File: config.mk
export PLATFORM = sky130hd
export DESIGN_NAME = fsqc_ctrl
export DESIGN_NICKNAME = d
export VERILOG_FILES = /design/src/design/fsqc_pkg.sv /design/src/design/fsqc_ctrl.sv
export SDC_FILE = /design/constraint.sdc
export NUM_CORES = 1
export LEC_CHECK = 0
export BUFFER_PORTS_ARGS = -buffer_cell sky130_fd_sc_hd__buf_4
export CORE_AREA = 4 4 41 43
export DETAILED_ROUTE_END_ITERATION = 6
export DIE_AREA = 0 0 45 47
export SLEW_MARGIN = 20
export SYNTH_ARGS = -nofsm -noshare
export SYNTH_HDL_FRONTEND = slang
export SYNTH_SLANG_ARGS = --single-unit
File: constraint.sdc
create_clock -name clock -period 3 [get_ports clock]
set_clock_uncertainty 0.15 [all_clocks]
set_input_delay 0.6 -clock clock [delete_from_list [all_inputs] [get_ports clock]]
set_output_delay 0.6 -clock clock [all_outputs]
set_load 0.02 [all_outputs]
File: src/design/fsqc_pkg.sv
// Package for the fair share quota charger.
// Holds codes, fixed field widths and the controller/datapath interface structs.
// No dependencies.
package fsqc_pkg;

   localparam int SLOT_IN_W   = 4;
   localparam int SLOT_CODES  = 1 << SLOT_IN_W;
   localparam int BYTES_W     = 32;
   localparam int FDS_W       = 16;
   localparam int LIVE_W      = 16;
   localparam int STATUS_W    = 2;
   localparam int ACTIVE_W    = 5;
   localparam int CSR_IDX_W   = 1;
   localparam int CSR_DATA_W  = 32;

   localparam logic [LIVE_W-1:0] LIVE_MAX = '1;

   localparam logic FUNC_CHARGE  = 1'b0;
   localparam logic FUNC_RELEASE = 1'b1;

   localparam logic [STATUS_W-1:0] STATUS_OK         = 2'd0;
   localparam logic [STATUS_W-1:0] STATUS_QUOTA      = 2'd1;
   localparam logic [STATUS_W-1:0] STATUS_NO_CHARGE  = 2'd2;
   localparam logic [STATUS_W-1:0] STATUS_COUNT_FULL = 2'd3;

   localparam logic [CSR_IDX_W-1:0] CSR_BYTE_LIMIT = 1'd0;
   localparam logic [CSR_IDX_W-1:0] CSR_FD_LIMIT   = 1'd1;

   localparam logic [BYTES_W-1:0] BYTE_LIMIT_RESET = 32'd16777216;
   localparam logic [FDS_W-1:0]   FD_LIMIT_RESET   = 16'd64;

   typedef struct packed {
      logic [BYTES_W-1:0] bytes;
      logic [FDS_W-1:0]   fds;
      logic [LIVE_W-1:0]  live;
   } usage_entry_type;

   typedef struct packed {
      logic clear;
      logic accept;
      logic eval;
      logic commit;
   } ctrl_cmd_type;

   typedef struct packed {
      logic clear_last;
   } dp_status_type;

endpackage

File: src/design/fsqc_ctrl.sv
// Controller state machine of the fair share quota charger.
// Sequences clearing, memory read, evaluation and commit; owns the response valid.
// Depends on fsqc_pkg.
module fsqc_ctrl (
   input  logic                  clock,
   input  logic                  reset,
   input  logic                  req_valid,
   output logic                  req_ready,
   output logic                  rsp_valid,
   input  logic                  rsp_ready,
   output fsqc_pkg::ctrl_cmd_type cmd,
   input  fsqc_pkg::dp_status_type status
);
   import fsqc_pkg::*;

   typedef enum logic [1:0] {ST_CLEAR, ST_IDLE, ST_EVAL, ST_COMMIT} state_type;

   state_type state_ff, state_in;
   logic      rsp_valid_ff, rsp_valid_in;
   logic      rsp_free;
   logic      accept;
   logic      commit;

   assign rsp_free  = !rsp_valid_ff || rsp_ready;
   assign req_ready = (state_ff == ST_IDLE) || ((state_ff == ST_COMMIT) && rsp_free);
   assign accept    = req_valid && req_ready;
   assign commit    = (state_ff == ST_COMMIT) && rsp_free;
   assign rsp_valid = rsp_valid_ff;

   always_comb begin
      cmd.clear  = (state_ff == ST_CLEAR);
      cmd.accept = accept;
      cmd.eval   = (state_ff == ST_EVAL);
      cmd.commit = commit;
   end

   always_comb begin
      state_in = state_ff;
      case (state_ff)
         ST_CLEAR: begin
            if (status.clear_last) begin
               state_in = ST_IDLE;
            end
         end
         ST_IDLE: begin
            if (accept) begin
               state_in = ST_EVAL;
            end
         end
         ST_EVAL: begin
            state_in = ST_COMMIT;
         end
         ST_COMMIT: begin
            if (commit) begin
               state_in = accept ? ST_EVAL : ST_IDLE;
            end
         end
         default: begin
            state_in = ST_IDLE;
         end
      endcase
      if (commit) begin
         rsp_valid_in = 1'b1;
      end else if (rsp_ready) begin
         rsp_valid_in = 1'b0;
      end else begin
         rsp_valid_in = rsp_valid_ff;
      end
   end

   always_ff @(posedge clock) begin
      if (reset) begin
         state_ff     <= ST_CLEAR;
         rsp_valid_ff <= 1'b0;
      end else begin
         state_ff     <= state_in;
         rsp_valid_ff <= rsp_valid_in;
      end
   end

endmodule

Word-level counts from Yosys, hierarchy flattened
Index checks and enable logic that the tools add are counted.
{"block": "word_totals", "elab_cells": 23, "input_bits": 5, "reg_bits": 3, "out_inout_bits": 6}
{"block": "classes", "n_eq_ne": 6, "muxes": 7, "reduce_logical": 8}
{"cell": "$mux W2", "count": 4}
{"cell": "$pmux W2 S4", "count": 1}
{"cell": "$eq A2 B2 Y1 const B", "count": 2}
{"cell": "$ne A2 B2 Y1 const B", "count": 2}
{"cell": "$reduce_and A3 Y1", "count": 1}
{"cell": "$eq A2 B1 Y1 const B", "count": 1}
{"cell": "$logic_and A1 B1 Y1", "count": 2}
{"cell": "$logic_not A2 Y1", "count": 1}
{"cell": "$logic_or A1 B1 Y1", "count": 2}
{"cell": "$mux W1", "count": 2}
{"cell": "$ne A2 B1 Y1 const B", "count": 1}
{"cell": "$reduce_bool A2 Y1", "count": 1}
{"cell": "$logic_not A1 Y1", "count": 1}

Depth between registers and ports, before layout
Gate-level depths: netlist (run 1).
{"block": "depth", "word_depth": 8, "ltp_mapped": 3, "ltp_nobuf": 3}

Worst setup path before layout (run 1)
OpenSTA, ideal clock, no wires.
{"block": "synth_timing", "kind": "in2out", "from": "input port rsp_ready", "to": "output port req_ready", "t_arrival_ns": 1.023, "path_buffers": 0, "slack_ns": 1.227, "stages": 3, "t_required_ns": 2.250, "cell_sequence": "nor2b_4 > nand2_1 > and2_2"}
{"block": "synth_between", "elab_chain_len": 3}
{"item": "from (decl)", "line": "fsqc_ctrl.sv:10", "text": "input logic rsp_ready,"}
{"item": "$logic_or A1 B1 Y1", "line": "fsqc_ctrl.sv:24", "text": "assign rsp_free = !rsp_valid_ff || rsp_ready;"}
{"item": "$logic_and A1 B1 Y1", "line": "fsqc_ctrl.sv:25", "text": "assign req_ready = (state_ff == ST_IDLE) || ((state_ff == ST_COMMIT) && rsp_free);"}
{"item": "$logic_or A1 B1 Y1", "line": "fsqc_ctrl.sv:25"}
{"item": "to (decl)", "line": "fsqc_ctrl.sv:8", "text": "output logic req_ready,"}
No other way between the ends.

Final worst setup path (run 1)
Same ends and word-level chain as after synthesis.

==> results of run 1 <==
[cell usage after synthesis]
master    n
a21oi_1   3
a31oi_1   1
and2_2    1
buf_4     2
dfxtp_1   3
inv_1     1
nand2_1   3
nand2b_1  1
nor2_1    4
nor2b_4   1
nor3_1    1
or2_0     1
[routing by layer]
metal | GRT usage [%] | vias up | routed length, microns
met5 | 0 | - | 0
met4 | 8.77 | 0 | 11
met3 | 3.45 | 2 | 53
met2 | 7.06 | 10 | 177
met1 | 5.00 | 79 | 201
li1 | - | 92 | -
[logic make-up after synthesis]
logic type / share of synthesized area, %
DFF: 36.4
and+or+nand+nor: 39.4
AOI/OAI and AO/OA: 12.9
buffers and inverters: 11.4
[cell type report]
type	instances	area [sq um]	share of cell area (%)
Clock buffer	4	26.3	9.72
Sequential cell	3	60.1	22.2
Inverter	1	3.75	1.39
Tap cell	15	18.8	6.94
Multi-Input combinational cell	16	86.3	31.9
Timing Repair Buffer	10	75.1	27.8
[power by group]
group           total, W  switching [W]  internal (W)  leakage (nW)
logic          0.0000310      0.0000155     0.0000155        0.0896
clock network  0.0000744      0.0000243     0.0000501        0.0150
registers      0.0000471     0.00000417     0.0000429        0.0246
[registers in the layout, summed over array words and instances (netlist names)]
signal     count
rsp_valid      1
state_ff       2
[critical path, cell delays in order]
cell and delay, ns:
buf_4 0.12, nor2b_4 0.15, nand2_1 0.09, and2_2 0.20, buf_4 0.15
[metrics by stage]
step	power, W	std cells
detailed placement	0.0000790	45
global placement	0.0000788	45
CTS	0.000158	49
global route	0.000165	49
finish	0.000152	49
floorplan	0.0000650	22
[worst min-delay path by stage]
stage / startpoint / endpoint / slack, ns
global route: reset / state_ff[1] / 0.38
global placement: state_ff[1] / state_ff[1] / 0.40
detailed placement: state_ff[1] / state_ff[1] / 0.43
CTS: reset / rsp_valid / 0.38
floorplan: state_ff[1] / state_ff[1] / 0.37
finish: reset / state_ff[1] / 0.39
==> metrics.txt, run 1 <==
wire per inst ~9.1 microns; setup total negative slack 0 ns; dpl hpwl between 300 and 400 microns; Die ar. between 2000 and 2500 sq um; TritonCTS Sinks 3; Final Cell Area 270 sq um; RSZ-0062 raised after global routing no; final hold viol count 0; vias in the first global route 180; PortBufs 10; first-pass GRT wire length 731 microns; r2r setup slk 1.96 ns; Worst Setup End Kind output port; Yosys top cell area share 36.4%; Final period util 68.3%; Post-route DRC 0; dpl ws 0.946 ns; Starting DRT DRC Count 0; Final Core Density 20.8%; grt total ovfl 0; largest cells by area after synthesis dfxtp_1 (36%), a21oi_1 (9.1%), buf_4 (9.1%), nor2_1 (9.1%), nor2b_4 (8.3%); Syn Inst Count 22; n_diodes 0; Synth Cell Area 165 sq um; register bit total from synthesis 3; reg2reg path depth 3; post-synthesis sequential area ratio 36.4%; commonest non-fill, non-tap cell in the layout buf_4; Final Wtd Congestion 0.699; syn_nets 27; Power Density 564 nW/um^2; FF-to-FF Start state_ff[0]; initial antenna violation count 0; crit path from rsp_ready; most frequent cells in the layout buf_4 (10), nor2_1 (4); CTS Buf Count 3; Critical Path Start Type primary input; core area 1300 sq um; clk_lat worst skew 0.24 ns; max_slew headroom 84.7%; Syn Area/Cell 7.51 sq um; Final nets 40; status complete, no violations; crit path kind primary input to output port; All-Layer GR Usage 5.61%; hold crit path type primary input to register; max-slew violations 0; Routed Antenna Nets 0; worst vdd ir 0.124 mV; vias per cell 3.73; hold depth 2; initial core utilization between 10% and 20%; Crit path arrival time 1.30 ns; Layout area overhead 63.6%; Ys Warns 0; Post-CTS Resized 0; Distinct cells, synth 12; Final WS setup approximately 0.95 ns; Critical Path Fanout Max 5; Max Cap Viol 0; detailed-route via count 183; Clock transition at path regs approximately 0.04 ns; Yosys top cell by area dfxtp_1; Die X 45 microns; Cell Area, Placed 244 sq um; P_leak approximately 0.13 nW; CP endpoint req_ready; minimum clock period 2.05 ns; final WL 444 microns; fmax 0.488 GHz; Slew @ Worst Pin 0.230 ns; DRT Pass-1 Iters 1; Clock Tree Root clkbuf_4; r2r endpoint state_ff[0]; Crit path required time 2.25 ns; Max Buffers Root-to-Sink 2; hold_buf cts 0; row count 13; setup violators final 0; I/O pin count 11; Post-CTS Setup Bufs 0; CTS H-tree depth 1; CTS tree done; largest net degree at the start of global routing 8; worst hold slack 0.393 ns; layout cells sized above 1 between 40% and 50%; filler cell count around 160; Die H between 40 and 50 microns
(Power assumes the default switching activity.)
==> inputs of run 2 (changes only) <==
==> constraint.sdc (replaced) <==
create_clock -name clock -period 1.8 [get_ports clock]
set_clock_uncertainty 0.15 [all_clocks]
set_input_delay 0.36 -clock clock [delete_from_list [all_inputs] [get_ports clock]]
set_output_delay 0.36 -clock clock [all_outputs]
set_load 0.02 [all_outputs]
==> metrics.txt, run 2 (same netlist as run 1, synthesis figures left out) <==
Critical Path Slowest Stage Cell dfxtp_1; Clock transition at path regs 0.04 ns; final WL roughly 420 microns; Power Density 925 nW/um^2; Slew @ Worst Pin ~0.24 ns; setup total negative slack 0 ns; CTS H-tree depth 1; Final Cell Area 270 sq um; Routed Antenna Nets 0; grt total ovfl 0; status complete, no violations; RSZ-0062 raised after global routing no; Worst Setup End Kind output port; dpl hpwl 313 microns; CTS tree done; Crit path arrival time 1.17 ns; PortBufs 10; TritonCTS Sinks 3; n_diodes 0; wire per inst 8.61 microns; Die H 47 microns; Final nets 40; filler cell count 161; max FFs per register 2; Post-route DRC 0; Critical Path Start Type register; Max Buffers Root-to-Sink 2; Die X 45 microns; worst path cell trace nor2b_4 -> nand2_1 -> and2_2 -> buf_4; first-pass GRT wire length 641 microns; setup violators final 0; vias per cell ~3.7; vias in the first global route 173; Critical Path Fanout Max 5; Starting DRT DRC Count 0; Post-CTS Resized 0; CTS Buf Count 3; Top reg by flops state_ff; Post-CTS Setup Bufs 0; I/O pin count 11; max-slew violations 0; max_slew headroom between 80% and 90%; Die ar. 2120 sq um; slowest stage delay, CP 0.32 ns; minimum clock period 1.68 ns; Final period util between 90 and 100%; initial core utilization 12.7%; most frequent cells in the layout buf_4 (10), nor2_1 (4); Cell Area, Placed ~240 sq um; Final Wtd Congestion 0.642; Layout area overhead 63.6%; P_leak 0.129 nW; detailed-route via count 180; worst vdd ir about 0.21 mV; Crit path required time 1.29 ns; commonest non-fill, non-tap cell in the layout buf_4; clk_lat worst skew 0.23 ns; largest net degree at the start of global routing 8; core area 1300 sq um; Clock Tree Root clkbuf_4; layout cells sized above 1 roughly 44%; hold_buf cts 0; initial antenna violation count 0; fmax 0.595 GHz; All-Layer GR Usage under 10%; DRT Pass-1 Iters 1; Max Cap Viol 0; final hold viol count 0; hold crit path type primary input to register; row count 13; crit path kind register to output port
-- run 2: report_power, final --
part	switching (W)	internal [W]	total [W]	leakage [nW]
Clock	0.0000366	0.0000832	0.000120	0.0150
Sequential	0.00000707	0.0000715	0.0000786	0.0246
Combinational	0.0000257	0.0000258	0.0000515	0.0896
-- run 2: final cells by class --
class,instances,area [sq um],area share [%]
tap,15,18.8,6.94
inverter,1,3.75,1.39
timing repair buffer,10,75.1,27.8
sequential,3,60.1,22.2
multi-input combinational,16,86.3,31.9
clock buffer,4,26.3,9.72
-- run 2: path summary, 6_finish.rpt --
| path | endpoint | start | depth (start not counted) | slack, ns |
|---|---|---|---|---|
| worst min register to register | state_ff[1] | state_ff[1] | 2 | 0.43 |
| worst max-delay path | req_ready | rsp_valid | 4 | 0.12 |
| worst max register to register | state_ff[0] | state_ff[0] | 3 | 0.75 |
| worst min-delay path | state_ff[1] | reset | 2 | 0.15 |
-- run 2: worst max-delay path: cells and delay by family, from the launching register on --
family / cells / cell delay, ns
flops: 1 / 0.32
simple gates: 3 / 0.47
buf+inv: 1 / 0.15
-- run 2: per-stage QoR --
step	setup slack, ns	hold slack, ns	total power, W	cells	util [%]
after floorplan	0.357	0.279	0.000108	22	-
after global placement	0.240	0.394	0.000131	45	18.8
after detailed placement	0.235	0.396	0.000132	45	18.8
after CTS	0.104	0.145	0.000257	49	20.8
after global routing	0.0331	0.149	0.000272	49	20.8
final	0.120	0.151	0.000250	49	20.8
-- run 2: per-layer routing --
| metal | track usage [%] | part of all wire, % |
|---|---|---|
| met1 | 4.31 | 47 |
| met2 | 6.50 | 39 |
| met3 | 3.45 | 11 |
| met4 | 7.02 | 2.6 |
| met5 | 0 | 0 |
